File: src/csd_pkg.sv
// Shared constants and types for the corner set stability detector.
package csd_pkg;

    localparam int CSD_HISTORY_FRAMES = 10;
    localparam int CSD_MAX_CORNERS    = 64;
    localparam int CSD_QUEUE_DEPTH    = 2;
    localparam int CSD_COORD_W        = 16;
    localparam int CSD_ERR_W          = 27;

    localparam logic [CSD_ERR_W-1:0] CSD_THRESH_RESET = 27'd8000;

    typedef enum logic [1:0] {
        BK_IDLE,
        BK_RUN,
        BK_FLUSH,
        BK_DONE
    } t_back_state;

endpackage

File: src/csd_queue.sv
// Small first-in first-out queue between the front and back parts.
module csd_queue #(
    parameter int W     = 40,
    parameter int DEPTH = csd_pkg::CSD_QUEUE_DEPTH
) (
    input  logic         i_clk,
    input  logic         i_rst_n,
    input  logic         i_push,
    input  logic [W-1:0] i_data,
    input  logic         i_pop,
    output logic [W-1:0] o_data,
    output logic         o_full,
    output logic         o_empty
);
    localparam int PW = (DEPTH > 1) ? $clog2(DEPTH) : 1;
    localparam int CW = $clog2(DEPTH + 1);

    logic [W-1:0]  r_data [DEPTH];
    logic [PW-1:0] r_wptr;
    logic [PW-1:0] r_rptr;
    logic [CW-1:0] r_count;
    logic          push_ok;
    logic          pop_ok;

    assign o_full  = (r_count == CW'(DEPTH));
    assign o_empty = (r_count == '0);
    assign o_data  = r_data[r_rptr];
    assign push_ok = i_push && !o_full;
    assign pop_ok  = i_pop && !o_empty;

    always_ff @(posedge i_clk) begin
        if (!i_rst_n) begin
            r_wptr  <= '0;
            r_rptr  <= '0;
            r_count <= '0;
        end else begin
            if (push_ok) begin
                r_wptr <= (r_wptr == PW'(DEPTH - 1)) ? '0 : r_wptr + 1'b1;
            end
            if (pop_ok) begin
                r_rptr <= (r_rptr == PW'(DEPTH - 1)) ? '0 : r_rptr + 1'b1;
            end
            if (push_ok && !pop_ok) begin
                r_count <= r_count + 1'b1;
            end else if (pop_ok && !push_ok) begin
                r_count <= r_count - 1'b1;
            end
        end
    end

    always_ff @(posedge i_clk) begin
        if (push_ok) begin
            r_data[r_wptr] <= i_data;
        end
    end

endmodule

File: config.mk
export PLATFORM = sky130hd
export DESIGN_NAME = csd_queue
export DESIGN_NICKNAME = d
export VERILOG_FILES = /design/src/csd_pkg.sv /design/src/csd_queue.sv
export SDC_FILE = /design/constraint.sdc
export NUM_CORES = 1
export LEC_CHECK = 0
export ABC_AREA = 1
export CAP_MARGIN = 40
export CORE_MARGIN = 3
export CORE_UTILIZATION = 60
export DETAILED_ROUTE_END_ITERATION = 7
export DONT_BUFFER_PORTS = 1
export GPL_TIMING_DRIVEN = 0
export PLACE_DENSITY = 0.76
export SYNTH_ARGS = -nofsm -noshare
export SYNTH_HDL_FRONTEND = slang
export SYNTH_SLANG_ARGS = --single-unit
File: constraint.sdc
create_clock -name i_clk -period 6.3 [get_ports i_clk]
set_input_delay 1.89 -clock i_clk [delete_from_list [all_inputs] [get_ports i_clk]]
set_output_delay 1.89 -clock i_clk [all_outputs]
set_load 0.01 [all_outputs]
# [After elaboration in Yosys (flattened, before gate mapping)]
# Memories as Yosys holds them, arrays and structs flattened. A register that Yosys moved wholly into a read port is not among the register bits.
# Cells that the tools add are included.
[totals] mem_bits_rw=80 out_inout_bits=42 reg_bits=4 mem_count=1 input_bits=44 wordCells=27
[classes] mux=8 n_reduce_logical=10 n_eq_ne=1 n_addsub=4
[memory_table] memory="r_data" words=2 word_bits=40 read_ports=1 rd_clocked_by_memory_dff=1 write_ports=1 line="csd_queue.sv:18" rtl="logic [W-1:0] r_data [DEPTH];"
[ops] op="2-to-1 mux 1 bit" n=6
[ops] op="logical AND 1 bit" n=4
[ops] op="zero test 1 bit" n=4
[ops] op="2-to-1 mux 2 bit" n=2
[ops] op="adder 1 bit, second input constant" n=2
[ops] op="adder 2 x 1 -> 2 bit, second input constant" n=1
[ops] op="== test 2 bit, second input constant" n=1
[ops] op="zero test 2 bit" n=1
[ops] op="nonzero test 2 bit" n=1
[ops] op="subtractor 2 x 1 -> 2 bit, second input constant" n=1

# [Longest topological paths before layout]
[depth] depth_word=7 mapped_depth=10 mapped_depth_nobuf=10

# [Worst setup path before layout]
# OpenSTA, ideal clock, no wires.
[synth_timing] path_kind="input -> register" from="input i_push" to="memory r_data[1][0] (enable)" setup_slack_ns=2.221 path_buffers=0 arrival_time_ns=3.642 stages=2 setup_ns=0.437 path_cell_list="o21ai_2 > nor2_1"
[synth_via] elab_chain_len=3
[synth_rtl] element="from (decl)" line="csd_queue.sv:8" rtl="input logic i_push,"
[synth_rtl] element="logical AND 1 bit" line="csd_queue.sv:28" rtl="assign push_ok = i_push && !o_full;"
[synth_rtl] element="2-to-1 mux 1 bit" line="csd_queue.sv:52" rtl="if (push_ok) begin"
[synth_rtl] element="2-to-1 mux 1 bit (not written as such)" line="csd_queue.sv:53" rtl="r_data[r_wptr] <= i_data;"
[synth_rtl] element="to (decl)" line="csd_queue.sv:18"
# No other way between the ends.

==> flow_summary.json <==
{
  "status": "completed",
  "drive_gt1_frac": 0.344,
  "num_antenna_cells": 0,
  "power.total_uw": 1390,
  "synth_simple_gate_area_frac": 0.0239,
  "grt_first_pass_wirelength_um": 7600,
  "die_h_um": 78.4,
  "cp-end-kind": "output port",
  "yosys.cell_types.count": 13,
  "antenna_left": 0,
  "drc": 0,
  "rsz0062_at_grt": "no",
  "finalHoldViolations": 0,
  "clk_latency_ns": 0.34,
  "synthAdderAreaFrac": 0.00398,
  "final_net_count": 220,
  "hold_path.class": "reg -> reg",
  "cts.root.buffer_cell": "clkbuf_8",
  "syn_area_per_cell_um2": 19.4,
  "setup_tns_ns": 0,
  "start_util": 0.644,
  "portBuffers": 0,
  "utilization": 0.713,
  "die_width_um": 78.4,
  "yosysWarnings": 0,
  "fin_worst_skew_ns": 0.00838,
  "htreeDepth": 3,
  "coreArea_mm2": 0.00488,
  "crit_chain": "buf_6, mux2_2",
  "dieArea_mm2": 0.00614,
  "firstDrtPassIters": 4,
  "max-clock-path-buffers": 2,
  "synth_top_family_by_area": "multiplexers",
  "ys_ff_latch": 85,
  "cpMaxStageDelayCell": "dfxtp_1",
  "io_pins": 86,
  "synth-compound-area-share": 0.00756,
  "final_cell_mix": "edfxtp_1, mux2_2, inv_1, nor2_1, clkbuf_8",
  "cts_resized": 0,
  "slew_violations": 0,
  "synth_area_mm2": 0.00314,
  "crit_type": "reg -> out",
  "cts_tree": "built",
  "syn_to_final_growth_pct": 10.7,
  "ir_worst_vdd_mv": 0.230,
  "synth_xor_area_frac": 0,
  "cts_hold_buf": 0,
  "ys_seq_area_frac": 0.796,
  "p_leak_uw": 0.00116,
  "setup_slack_ns": 3.05,
  "setup_violations": 0,
  "post_cts_buffers": 0,
  "syn-num-nets": 207,
  "maxSlewHeadroom": 0.587,
  "cap_violations": 0,
  "grt_antenna_before_repair": 0,
  "cp_max_fo": 10,
  "numCtsBuffers": 9,
  "cts.clk_slew.worst_paths_ns": 0.08,
  "tightest_slew_ns": 0.618,
  "overflow": 0,
  "required_ns": 4.41,
  "num_rows": 25,
  "vias": 1358,
  "max_stage_delay_ns": 0.45,
  "grtUsageTotal": 0.174,
  "routed_wirelength_um": 4700,
  "netlist_instances": 162,
  "mostFrequentLayoutCell": "edfxtp_1",
  "drt_iter0_drc": 123,
  "synthMuxAreaShare": 0.143,
  "grt_max_degree": 23,
  "clock_sinks": 85,
  "startpoint_type": "register",
  "vias_per_cell": 5.50,
  "max_freq_mhz": 308,
  "hpwl_um": 3280,
  "preCtsSetupSlack_ns": 3.23,
  "period_needed_ns": 3.25,
  "routedWlPerCell_um": 19.0,
  "cp.arrival_ns": 1.36,
  "gp_congestion": 0.640,
  "first_global_vias": 1535,
  "post-route-period-util": 0.516,
  "power.density_mw_per_mm2": 400
}
## state kept, by name, indices dropped and copies added, names as in the netlist, named ones only
name     count
r_data      80
r_rptr       1
r_count      2
r_wptr       1
## through the flow
step | cells | area (um^2) | hold slack (ns)
after floorplan | 162 | 3140 | 0.467
final | 247 | 3480 | 0.535
after detailed placement | 231 | 3300 | 0.496
after CTS | 247 | 3480 | 0.524
after global placement | 229 | 3230 | 0.485
after global routing | 247 | 3480 | 0.561
## path summary, 6_finish.rpt
kind | startpoint | to | slack, ns | depth (start not counted)
min reg2reg | r_rptr | r_rptr | 0.54 | 2
max | register | o_data[6] | 3.05 | 2
min | r_rptr | r_rptr | 0.54 | 2
max reg2reg | r_count[1] | r_data[1][26] | 4.68 | 4
## cells by family after synthesis
| kind of cell | after synthesis |
|---|---|
| adder cells (fa/ha/maj) | 1 |
| multiplexers | 40 |
| flip-flops | 85 |
| AO/OA/AOI/OAI | 4 |
| buffers and inverters | 13 |
| AND/OR/NAND/NOR | 19 |
## layer usage
metal / GRT usage / up-vias / part of all wire / wire length (um)
li1: - / 636 / - / -
met1: 0.177 / 653 / 0.34 / 1600
met2: 0.297 / 58 / 0.53 / 2510
met3: 0.0734 / 11 / 0.10 / 470
met4: 0.0997 / 0 / 0.025 / 117
met5: 0 / - / 0 / 0
## Yosys cell counts (all sizes together)
cell    number  area, um^2
nand4        1        6.26
dfxtp        5         100
a21oi        1        5.00
o21ai        3        18.8
nand2        6        22.5
edfxtp      80        2400
inv          9        33.8
nand3        1        5.00
mux2        40         450
buf          4        45.0
ha           1        12.5
nor2        11        41.3
## critical path: cells and delay by family, from the launching register on
family	cells	cell delay (ns)
buffers and inverters	1	0.19
flip-flops	1	0.45
multiplexers	1	0.39
## power breakdown
| group | switching, uW | internal (uW) |
|---|---|---|
| combinational | 177 | 123 |
| clock | 169 | 181 |
| sequential | 27.0 | 714 |
## layout make-up
| cell class | count | area, um^2 |
|---|---|---|
| Clock inverter | 5 | 51.3 |
| Fill cell | 341 | 1400 |
| Sequential cell | 85 | 2500 |
| Inverter | 9 | 33.8 |
| Buffer | 4 | 45.0 |
| Clock buffer | 11 | 131 |
| Timing Repair Buffer | 2 | 55.1 |
| Multi-Input combinational cell | 64 | 577 |
| Tap cell | 67 | 83.8 |
No activity file was read; power rests on OpenSTA's default activity.
