### config.mk
export PLATFORM = sky130hd
export DESIGN_NAME = csd_front
export DESIGN_NICKNAME = d
export VERILOG_FILES = /design/src/csd_pkg.sv /design/src/csd_front.sv
export SDC_FILE = /design/constraint.sdc
export NUM_CORES = 1
export LEC_CHECK = 0
export CAP_MARGIN = 20
export CORE_UTILIZATION = 30
export CTS_CLUSTER_DIAMETER = 100
export DETAILED_ROUTE_END_ITERATION = 7
export DONT_BUFFER_PORTS = 1
export PLACE_DENSITY = 0.44
export RECOVER_POWER = 50
export SLEW_MARGIN = 5
export SYNTH_ARGS = -nofsm -noshare
export SYNTH_HDL_FRONTEND = slang
export SYNTH_SLANG_ARGS = --single-unit
### constraint.sdc
create_clock -name i_clk -period 1.3 [get_ports i_clk]
set_input_delay 0.26 -clock i_clk [delete_from_list [all_inputs] [get_ports i_clk]]
set_output_delay 0.26 -clock i_clk [all_outputs]
set_load 0.03 [all_outputs]
### src/csd_pkg.sv
// Shared constants and types for the corner set stability detector.
package csd_pkg;

    localparam int CSD_HISTORY_FRAMES = 10;
    localparam int CSD_MAX_CORNERS    = 64;
    localparam int CSD_QUEUE_DEPTH    = 2;
    localparam int CSD_COORD_W        = 16;
    localparam int CSD_ERR_W          = 27;

    localparam logic [CSD_ERR_W-1:0] CSD_THRESH_RESET = 27'd8000;

    typedef enum logic [1:0] {
        BK_IDLE,
        BK_RUN,
        BK_FLUSH,
        BK_DONE
    } t_back_state;

endpackage

### src/csd_front.sv
// Front part: accepts corners, tracks the position within the frame and queues commands.
module csd_front #(
    parameter int MAX_CORNERS = csd_pkg::CSD_MAX_CORNERS
) (
    input  logic         i_clk,
    input  logic         i_rst_n,
    input  logic         i_s_tvalid,
    output logic         o_s_tready,
    input  logic [31:0]  i_s_tdata,
    input  logic         i_s_tlast,
    input  logic         i_full,
    output logic         o_push,
    output logic [2*csd_pkg::CSD_COORD_W+$clog2(MAX_CORNERS)+1:0] o_cmd
);
    localparam int IW = $clog2(MAX_CORNERS);
    localparam int PW = $clog2(MAX_CORNERS + 1);

    logic [PW-1:0] r_pos;
    logic          in_range;

    assign o_s_tready = !i_full;
    assign o_push     = i_s_tvalid && !i_full;
    assign in_range   = (r_pos < PW'(MAX_CORNERS));
    assign o_cmd      = {i_s_tlast, in_range, r_pos[IW-1:0],
                         i_s_tdata[2*csd_pkg::CSD_COORD_W-1:0]};

    always_ff @(posedge i_clk) begin
        if (!i_rst_n) begin
            r_pos <= '0;
        end else if (o_push) begin
            if (i_s_tlast) begin
                r_pos <= '0;
            end else if (in_range) begin
                r_pos <= r_pos + 1'b1;
            end
        end
    end

endmodule

Yosys cells after proc, flatten, opt, wreduce, memory -nomap -nowiden
Cells that the tools add are included.
{"block": "classes", "multipliers": 0, "reduce_logical": 4, "eq_ne": 0, "magnitude_cmp": 1, "mux": 2, "shift": 0, "addsub": 1, "div_mod_pow": 0, "bitwise": 0}
{"op": "7-bit 2-to-1 mux", "n": 2}
{"op": "7-bit by 1-bit adder with 7-bit output, second input constant", "n": 1}
{"op": "7-bit < comparator, second input constant", "n": 1}
{"op": "2-bit AND reduction", "n": 1}
{"op": "2-bit nonzero test", "n": 1}
{"op": "1-bit logical AND", "n": 1}
{"op": "1-bit zero test", "n": 1}
{"block": "totals", "latch_bits": 0, "n_memories": 0, "rom_bits": 0, "mem_bits_rw": 0, "word_cells": 9, "inputBits": 37, "ff_bits": 7, "output_inout_bits": 42}

Depth between registers and ports, before layout
Gate-level depths: netlist of the first run.
{"block": "logic_depth", "depth_word": 3, "mapped_depth": 5, "depth_no_buf": 4}

Worst setup path before layout of the first run
No wires, ideal clock.
{"block": "synth_path", "path_kind": "register -> register", "start": "reg r_pos[0]", "end": "reg r_pos[2]", "synth_period_minus_slack_ns": 1.249, "n_path_buf": 0, "arrival_ns": 1.179, "setup_ns": 0.070, "t_required_ns": 1.230, "stages_incl_launch_ff": 5, "path_slack_ns": 0.051, "cell_sequence": "dfxtp_1 -> ha_1 -> inv_1 -> or4_1 -> a21oi_1"}
{"block": "synth_between", "elab_chain_cells": 3, "elab_cells_between_ends": 6, "cone_classes": "add/sub (1); order compare (1); mux (2); reduce/logical (2)"}
{"item": "start, declared", "line": "csd_front.sv:18", "rtl": "logic [PW-1:0] r_pos;"}
{"item": "start signal, assigned", "line": "csd_front.sv:34", "rtl": "r_pos <= r_pos + 1'b1;"}
{"item": "7-bit by 1-bit adder with 7-bit output or 7-bit < comparator (tied branches)", "line": "csd_front.sv:34, csd_front.sv:23"}
{"item": "7-bit 2-to-1 mux or 2-bit nonzero test (tied branches)"}
{"item": "7-bit 2-to-1 mux or 2-bit AND reduction (tied branches)"}
Several ways; a longest one is shown, not always the timed one. The select of a mux whose other input is x is not followed.
A chain may end at the register's enable or synchronous reset.

Worst setup path after layout of the first run
{"block": "layout_path", "start": "reg r_pos[0]", "end": "reg r_pos[0]"}
The elaborated chain is that of the path after synthesis.

==> results of run 1 <==
-- per-layer routing --
metal	share of wire	vias to the layer above	GRT usage	wire, um
met4	0.10	0	0.143	124
met1	0.33	181	0.0827	407
met2	0.41	23	0.140	499
li1	-	179	-	-
met5	0	-	0	0
met3	0.15	14	0.0606	188
-- worst paths after layout --
| path | from | to | slack (ns) | cells past startpoint |
|---|---|---|---|---|
| min | i_rst_n | r_pos[1]$_SDFFE_PN0P_ | 0.16 | 1 |
| max | r_pos[0]$_SDFFE_PN0P_ | r_pos[0]$_SDFFE_PN0P_ | 0.04 | 3 |
| max reg2reg | r_pos[0]$_SDFFE_PN0P_ | r_pos[0]$_SDFFE_PN0P_ | 0.04 | 3 |
| min reg2reg | r_pos[2]$_SDFFE_PN0P_ | r_pos[2]$_SDFFE_PN0P_ | 0.55 | 2 |
-- through the flow --
stage / setup slack, ns / hold WS (ns) / instances / setup TNS [ns]
finish: 0.0394 / 0.158 / 81 / 0
global placement: 0.0648 / 0.429 / 77 / 0
detailed placement: 0.0166 / 0.426 / 77 / 0
global route: -0.0122 / 0.150 / 81 / -0.0205
floorplan: 0.0508 / 0.437 / 86 / 0
CTS: 0.00307 / 0.158 / 81 / 0
-- worst reg2reg max path: cells and delay by family (launching register included) --
family          cells  cell delay [ns]
simple gates        1             0.54
flops               1             0.33
buf+inv             1             0.18
compound gates      1             0.14
-- cells in the final DEF, fill, tap and decap left out, drive strengths merged --
cell type / n
or4: 2
nand2: 3
and3: 1
nand4: 1
o31ai: 1
a21boi: 2
a21oi: 1
nand3b: 4
clkbuf: 4
a41oi: 1
nand2b: 1
nor4b: 1
inv: 6
dfxtp: 7
nor2: 1
nand3: 3
nor2b: 1
nor4: 2
ha: 1
buf: 5
o21ai: 2
mux2i: 3
-- cells by family (layout without fill, tap and decap cells) --
| group | Yosys count | in the layout |
|---|---|---|
| compound gates | 7 | 7 |
| fa+ha+maj | 1 | 1 |
| buf+inv | 48 | 15 |
| flops | 7 | 7 |
| mux | 3 | 3 |
| simple gates | 20 | 20 |
-- timing repair --
action / 4_1_cts / 5_1_grt
resized for setup: 0 / 6
endpoints found under the hold margin: 0 / 0
endpoints found under the setup margin: 0 / 2
setup buffers: 0 / 0
-- cell type report --
cell class / instances / area share
multi-input combinational: 31 / 0.474
sequential: 7 / 0.284
timing repair buffer: 5 / 0.0748
tap: 28 / 0.0698
clock buffer: 4 / 0.0524
inverter: 6 / 0.0449
-- power breakdown --
group	switching (W)	internal [W]	total (W)
clock network	0.0000781	0.000117	0.000195
logic	0.0000259	0.0000126	0.0000385
registers	0.00000182	0.000217	0.000219
total	0.000106	0.000347	0.000452
==> flow_summary_export.csv, run 1 <==
group,metric,value,unit
timing,fmax,793,MHz
worst_setup_path,max_stage_delay,0.53,ns
synthesis,yosys.area.top_type,"buf_4",
synthesis,synth_ff_type,"dfxtp_1",
synthesis,synthAdderAreaFrac,0.0180,
worst_setup_path,end_kind,"flop",
drt,wl,1220,um
grt,grt-ovfl-total,0,
layout,drive_gt1_frac,0.283,
layout,design_area,502,um2
clock_tree,numCtsBuffers,3,
layout,final_nets,92,
grt,grt_pass1_wl,1820,um
placed_design,place_area,453,um2
synthesis,syn-cell-area,696,um2
pwr,p_leak,0.179,nW
layout,top_regs,"r_pos (7)",
timing,rsz0062_at_grt,"true",
clock_tree,htree_levels,1,
synthesis,synth_compound_area_frac,0.0665,
pwr,p_per_area,902,nW/um2
synthesis,synthSimpleGateAreaFrac,0.185,
grt,grt_pass1_vias,370,
synthesis,async_flop_share,0,
synthesis,ys_ff_latch,7,
clock_tree,root_buffer,"clkbuf_4",
clock_tree,cts_tree,"yes",
synthesis,synthTopCellsByArea,"buf_4 43%, dfxtp_1 20%, mux2i_1 4.3%",
placed_design,port_buffers,0,
drt,ant_nets,0,
drt,wire_per_inst,15.0,um
layout,largest_register,"r_pos",
drt,drcViolationCount,0,
clock_tree,cts.sinks,7,
die,rows,17,
placed_design,hpwl,946,um
worst_setup_path,path_cells,"buf_4 > or4_1 > a21boi_1",
die,core_area,2190,um2
synthesis,synthMostInstantiatedCell,"buf_4",
clock_tree,hold_buffers,0,
synthesis,syn_inst,86,
synthesis,avgSynthCellArea,8.09,um2
worst_setup_path,slowest_stage,"or4_1",
clock_tree,cts_max_path_buffers,2,
synthesis,synth-edff-count,0,
layout,largest_reg_flops,7,
timing,fin_crit_sh,0.970,
die,die_w,50.2,um
pwr,vdd_drop_max,267,uV
layout,fillers,236,
layout,multi_input_area,238,um2
timing,maxSlewViolCount,0,
synthesis,ys_top_cells_by_count,"40 x buf_4, 7 x dfxtp_1, 5 x inv_1, 4 x nand3b_1",
layout,seq_area,143,um2
synthesis,synth_nets,124,
clock_tree,clk-insertion-delay-late,0.25,ns
drt,dr.pass1.iters,4,
worst_setup_path,required,1.47,ns
run_status,status,"completed",
synthesis,synth_xor_area_frac,0,
timing,setup_viol,0,
layout,area_delta_synth_final,-27.9,%
die,die_area,2520,um2
synthesis,ys_types,24,
grt,grt.total_usage,0.100,
timing,hold_viol_final,0,
die,die_h,50.2,um
die,ioPinCount,79,
layout,final_util,0.229,
placed_design,routabilityCongestion,0.717,
timing,worst_pin_slew,0.453,ns
grt,antenna_found_initial,0,
flow_run,drv_cap,0,
synthesis,yosysTopAreaCellShare,0.432,
timing,period_minus_slack,1.26,ns
drt,vias,397,
layout,diodes,0,
worst_setup_path,worstPathMaxFanout,4,
timing,skew,0.000988,ns
worst_setup_path,cp_num_buf_inv,1,
die,start_util,0.318,
worst_setup_path,start_kind,"flop",
drt,viasPerCell,4.90,
drt,drtIter0Drc,14,
worst_setup_path,critPathTopFamily,"simple AND/OR/NAND/NOR gates",
min_path,hold_path.class,"in2reg",
worst_setup_path,cp_data_arrival_time,1.43,ns
pwr,p_total,0.000452,W
grt,grt_max_degree,10,
timing,maxSlewHeadroom,0.697,
clock_tree,clk_pin_slew_worst_paths,0.05,ns
synthesis,synthMuxAreaShare,0.0432,
synthesis,synth_top_family_by_area,"buffers and inverters",
worst_setup_path,crit_type,"reg2reg",
synthesis,yosys_warnings,0,
synthesis,yosysSeqAreaShare,0.201,
(Power assumes the default switching activity.)
==> run 2: changes to the inputs <==
- CORE_AREA: unset -> 5 5 42 44
- CORE_UTILIZATION: 30 -> unset
- DIE_AREA: unset -> 0 0 47 49
- PLACE_DENSITY: 0.44 -> 0.69
==> run 2 against run 1 <==
Critical path depth is 1 higher. Non-clock buffer count is 2 higher. Fmax is 2.8% lower. Register-to-register slack worse by 0.04 ns. Hold slack better by 0.0030 ns.
==> flow_summary_export.csv, run 2 (synthesis gave the netlist of run 1 again) <==
group,metric,value,unit
run_status,status,"completed",
die,rows,14,
layout,design_area,493,um2
pwr,p_total,0.000453,W
worst_setup_path,crit_type,"reg2reg",
grt,antenna_found_initial,0,
timing,rsz0062_at_grt,"true",
layout,top_regs,"r_pos (7)",
worst_setup_path,max_stage_delay,0.51,ns
drt,dr.pass1.iters,2,
timing,worst_pin_slew,0.462,ns
layout,diodes,0,
die,start_util,0.496,
timing,fin_crit_sh,0.997,
clock_tree,htree_levels,1,
timing,fmax,771,MHz
drt,wl,1190,um
pwr,p_leak,0.187,nW
layout,drive_gt1_frac,0.291,
layout,area_delta_synth_final,-29.1,%
clock_tree,root_buffer,"clkbuf_4",
worst_setup_path,slowest_stage,"or4_1",
clock_tree,hold_buffers,0,
die,die_w,47,um
pwr,internal-power,0.000346,W
grt,grt-ovfl-total,0,
pwr,combPwrFrac,0.083,
min_path,hold_path.class,"in2reg",
min_path,min_path_cells,1,
grt,grt_pass1_wl,1810,um
clock_tree,cts.sinks,7,
worst_setup_path,ff2ff_path_depth,4,
timing,hold_viol_final,0,
layout,final_common_cell,"buf_4",
timing,setup_viol,0,
layout,final_nets,94,
drt,vias,390,
grt,grt_pass1_vias,392,
grt,grt.total_usage,0.108,
timing,maxSlewHeadroom,0.691,
timing,period_minus_slack,1.30,ns
layout,largest_reg_flops,7,
timing,skew,0.00404,ns
die,die_h,49,um
clock_tree,cts_max_path_buffers,2,
flow_run,drv_cap,0,
grt,grt_max_degree,10,
pwr,p_sw_frac,0.235,
worst_setup_path,required,1.48,ns
pwr,vdd_drop_max,598,uV
clock_tree,cts_tree,"yes",
worst_setup_path,start_kind,"flop",
drt,viasPerCell,5.49,
placed_design,port_buffers,0,
layout,largest_register,"r_pos",
worst_setup_path,cp_data_arrival_time,1.48,ns
drt,drcViolationCount,0,
timing,maxSlewViolCount,0,
clock_tree,clk-insertion-delay-late,0.25,ns
clock_tree,numCtsBuffers,3,
pwr,p_per_area,918,nW/um2
clock_tree,clk_pin_slew_worst_paths,0.05,ns
die,core_area,1400,um2
clock_tree,postCtsSetupRepairBufs,0,
die,ioPinCount,79,
worst_setup_path,end_kind,"flop",
pwr,p_clk_frac,0.436,
drt,wire_per_inst,16.7,um
pwr,seqPwrFrac,0.481,
layout,most-common-layout-cells,"7 x buf_4, 6 x dfxtp_1, 5 x inv_1",
placed_design,routabilityCongestion,0.869,
die,die_area,2300,um2
drt,ant_nets,0,
placed_design,hpwl,956,um
worst_setup_path,path_cells,"ha_2 > inv_1 > or4_1 > a21oi_2",
pwr,power.switching,0.000106,W
drt,drtIter0Drc,3,
placed_design,place_area,453,um2
worst_setup_path,worstPathMaxFanout,3,
run 2: cell count changes in the layout (fill, tap and decap cells not counted), sizes merged:
cell,change
buf,+2
run 2: metrics by stage:
stage | setup WS, ns | utilization | TNS [ns] | hold slack, ns | instances
finish | 0.00348 | 0.352 | 0 | 0.161 | 71
global route | -0.0278 | 0.352 | -0.0532 | 0.148 | 71
CTS | 0.00520 | 0.344 | 0 | 0.152 | 71
detailed placement | 0.00321 | 0.323 | 0 | 0.415 | 67
global placement | 0.0659 | 0.323 | 0 | 0.413 | 67
floorplan | 0.0508 | - | 0 | 0.437 | 86
run 2: final timing paths:
kind / start / to / slack [ns]
hold / removal: i_rst_n / r_pos[0]$_SDFFE_PN0P_ / 0.16
setup reg to reg: r_pos[1]$_SDFFE_PN0P_ / r_pos[2]$_SDFFE_PN0P_ / 0.003
setup / recovery: r_pos[1]$_SDFFE_PN0P_ / r_pos[2]$_SDFFE_PN0P_ / 0.003
hold reg to reg: r_pos[6]$_SDFFE_PN0P_ / r_pos[6]$_SDFFE_PN0P_ / 0.58
run 2: per-layer routing:
metal / global-route usage / wire [um] / vias up
met5: 0 / 0 / -
met4: 0.0276 / 9 / 0
met2: 0.147 / 509 / 31
met3: 0.114 / 235 / 6
li1: - / - / 182
met1: 0.114 / 431 / 171
run 2: worst max-delay path, delay by kind of cell, from the launching register on:
kind,cells,cell delay (ns)
AOI/OAI and AO/OA,1,0.14
adders and majority gates,1,0.19
and+or+nand+nor,1,0.51
buffers and inverters,1,0.06
DFF,1,0.33
run 2: cell type report:
type                            instances  area, um2
Timing Repair Buffer                    7       52.6
Multi-Input combinational cell         31        230
Fill cell                             142        908
Tap cell                               16       20.0
Inverter                                6       22.5
Sequential cell                         7        141
Clock buffer                            4       26.3
run 2: timing repair:
item,CTS,global route
endpoints found under the setup margin,1,3
gates resized for setup,1,3
pin swaps,1,0
run 2: power groups by stage:
stage | sequential, W | combinational [W] | clock, W
after floorplan | 0.000222 | 0.000228 | 0
after global placement | 0.000222 | 0.0000362 | 0
after detailed placement | 0.000222 | 0.0000365 | 0
after CTS | 0.000218 | 0.0000369 | 0.000201
after global routing | 0.000218 | 0.0000412 | 0.000218
final | 0.000218 | 0.0000374 | 0.000197
==> run 3: changes to the inputs <==
- CORE_AREA: 5 5 42 44 -> unset
- CORE_MARGIN: unset -> 5
- CORE_UTILIZATION: unset -> 38
- DIE_AREA: 0 0 47 49 -> unset
- PLACE_DENSITY: 0.69 -> 0.56
==> run 3 against run 2 <==
Critical path depth did not move. Wire length grew 6.3%. Clock power increased by 7%. Flip-flop and latch count unchanged. Via count grew 3.1%. Register-to-register slack better by 0.07 ns. Final cell count increased by 11%. Die area up 21%. First-iteration DRC count increased by 130%. Design area grew 1.0%. Global-route usage shrank 1.3 points. Largest cell class unchanged. Highest routed layer unchanged.
==> flow_summary_export.csv, run 3 (synthesis gave the netlist of run 1 again) <==
group,metric,value,unit
die,die_w,52.8,um
drt,drcViolationCount,0,
drt,wl,1260,um
die,rows,15,
timing,fin_setup_tns,0,ns
timing,hold_viol_final,0,
worst_setup_path,path_cells,"ha_4 > inv_1 > or4_1 > a21oi_1",
worst_setup_path,cp_data_arrival_time,1.42,ns
placed_design,placedCellCount,75,
placed_design,port_buffers,0,
layout,drive_gt1_frac,0.259,
timing,worst_pin_slew,0.442,ns
die,die_h,52.8,um
grt,grt_pass1_wl,1930,um
timing,fmax,814,MHz
layout,most-common-layout-cells,"6 x buf_4, 5 x inv_1, 5 x dfxtp_1",
clock_tree,numCtsBuffers,3,
timing,rsz0062_at_grt,"false",
worst_setup_path,end_kind,"flop",
pwr,p_total,0.000467,W
drt,wire_per_inst,15.9,um
layout,final_nets,93,
timing,skew,0.00341,ns
clock_tree,cts_max_path_buffers,2,
die,ioPinCount,79,
worst_setup_path,required,1.49,ns
pwr,vdd_drop_max,331,uV
grt,grt_pass1_vias,404,
drt,ant_nets,0,
drt,vias,402,
layout,final_common_cell,"buf_4",
clock_tree,cts.sinks,7,
layout,design_area,498,um2
layout,fin_cells,79,
pwr,p_per_area,938,nW/um2
timing,maxSlewViolCount,0,
worst_setup_path,crit_type,"reg2reg",
die,start_util,0.403,
min_path,hold_path.class,"in2reg",
timing,fin_crit_sh,0.946,
pwr,p_leak,0.182,nW
clock_tree,clk-insertion-delay-late,0.26,ns
die,die_area,2790,um2
placed_design,place_area,457,um2
worst_setup_path,max_stage_delay,0.46,ns
timing,period_minus_slack,1.23,ns
clock_tree,root_buffer,"clkbuf_4",
clock_tree,postCtsSetupRepairBufs,0,
worst_setup_path,worstPathMaxFanout,3,
layout,top_regs,"r_pos (7)",
run_status,status,"completed",
clock_tree,hold_buffers,0,
grt,grt.total_usage,0.0951,
flow_run,drv_cap,0,
layout,seq_area,143,um2
layout,largest_reg_flops,7,
clock_tree,clk_pin_slew_worst_paths,0.06,ns
layout,largest_register,"r_pos",
layout,multi_input_area,230,um2
clock_tree,cts_tree,"yes",
grt,grt-ovfl-total,0,
placed_design,routabilityCongestion,0.831,
drt,dr.pass1.iters,4,
clock_tree,htree_levels,1,
grt,antenna_found_initial,0,
drt,viasPerCell,5.09,
layout,area_delta_synth_final,-28.4,%
die,core_area,1730,um2
drt,drtIter0Drc,7,
layout,fillers,208,
placed_design,place_ws,0.0252,ns
placed_design,hpwl,930,um
layout,diodes,0,
timing,worst_slack,0.0708,ns
grt,grt_max_degree,10,
timing,maxSlewHeadroom,0.705,
worst_setup_path,start_kind,"flop",
worst_setup_path,slowest_stage,"or4_1",
timing,setup_viol,0,
run 3: cell types whose count changed in the layout (fill, tap and decap cells not counted):
cell     change
a21oi_1      +1
a21oi_2      -1
buf_4        -1
dfxtp_1      -1
dfxtp_2      +1
ha_2         -1
ha_4         +1
nor4b_1      +1
nor4b_2      -1
run 3: area by class of cell:
class	instances	share of cell area
Multi-Input combinational cell	31	0.462
Inverter	6	0.0452
Sequential cell	7	0.286
Timing Repair Buffer	6	0.0905
Tap cell	25	0.0628
Clock buffer	4	0.0528
run 3: per-layer routing:
layer,up-vias,track usage,routed length (um)
li1,181,-,-
met1,185,0.0878,448
met2,22,0.149,578
met3,14,0.0541,179
met4,0,0.0809,54
met5,-,0,0
run 3: power breakdown:
| group | internal [W] | total, W | switching (W) |
|---|---|---|---|
| sequential | 0.000217 | 0.000218 | 0.00000178 |
| clock | 0.000118 | 0.000211 | 0.0000931 |
| combinational | 0.0000126 | 0.0000375 | 0.0000248 |
run 3: final timing paths:
check	slack, ns	endpoint	cells after the start	startpoint
setup / recovery	0.07	r_pos[2]$_SDFFE_PN0P_	4	r_pos[0]$_SDFFE_PN0P_
hold / removal	0.15	r_pos[1]$_SDFFE_PN0P_	1	i_rst_n
setup reg to reg	0.07	r_pos[2]$_SDFFE_PN0P_	4	r_pos[0]$_SDFFE_PN0P_
hold reg to reg	0.51	r_pos[5]$_SDFFE_PN0P_	2	r_pos[5]$_SDFFE_PN0P_
run 3: stage by stage:
step | utilization | hold slack [ns]
2_1_floorplan | - | 0.437
3_3_place_gp | 0.264 | 0.424
3_5_place_dp | 0.264 | 0.426
4_1_cts | 0.281 | 0.150
5_1_grt | 0.288 | 0.142
6_report | 0.288 | 0.149
run 3: repair_timing:
| action | in CTS | in global routing |
|---|---|---|
| pin swaps | 1 | 2 |
| endpoints found under the hold margin | 0 | 0 |
| endpoints found under the setup margin | 1 | 2 |
| resized for setup | 1 | 3 |
run 3: worst max-delay path: cells and delay by family (launching register included):
kind	cells	cell delay [ns]
and+or+nand+nor	1	0.46
DFF	1	0.35
AOI/OAI and AO/OA	1	0.15
adders and majority gates	1	0.14
buffers and inverters	1	0.06
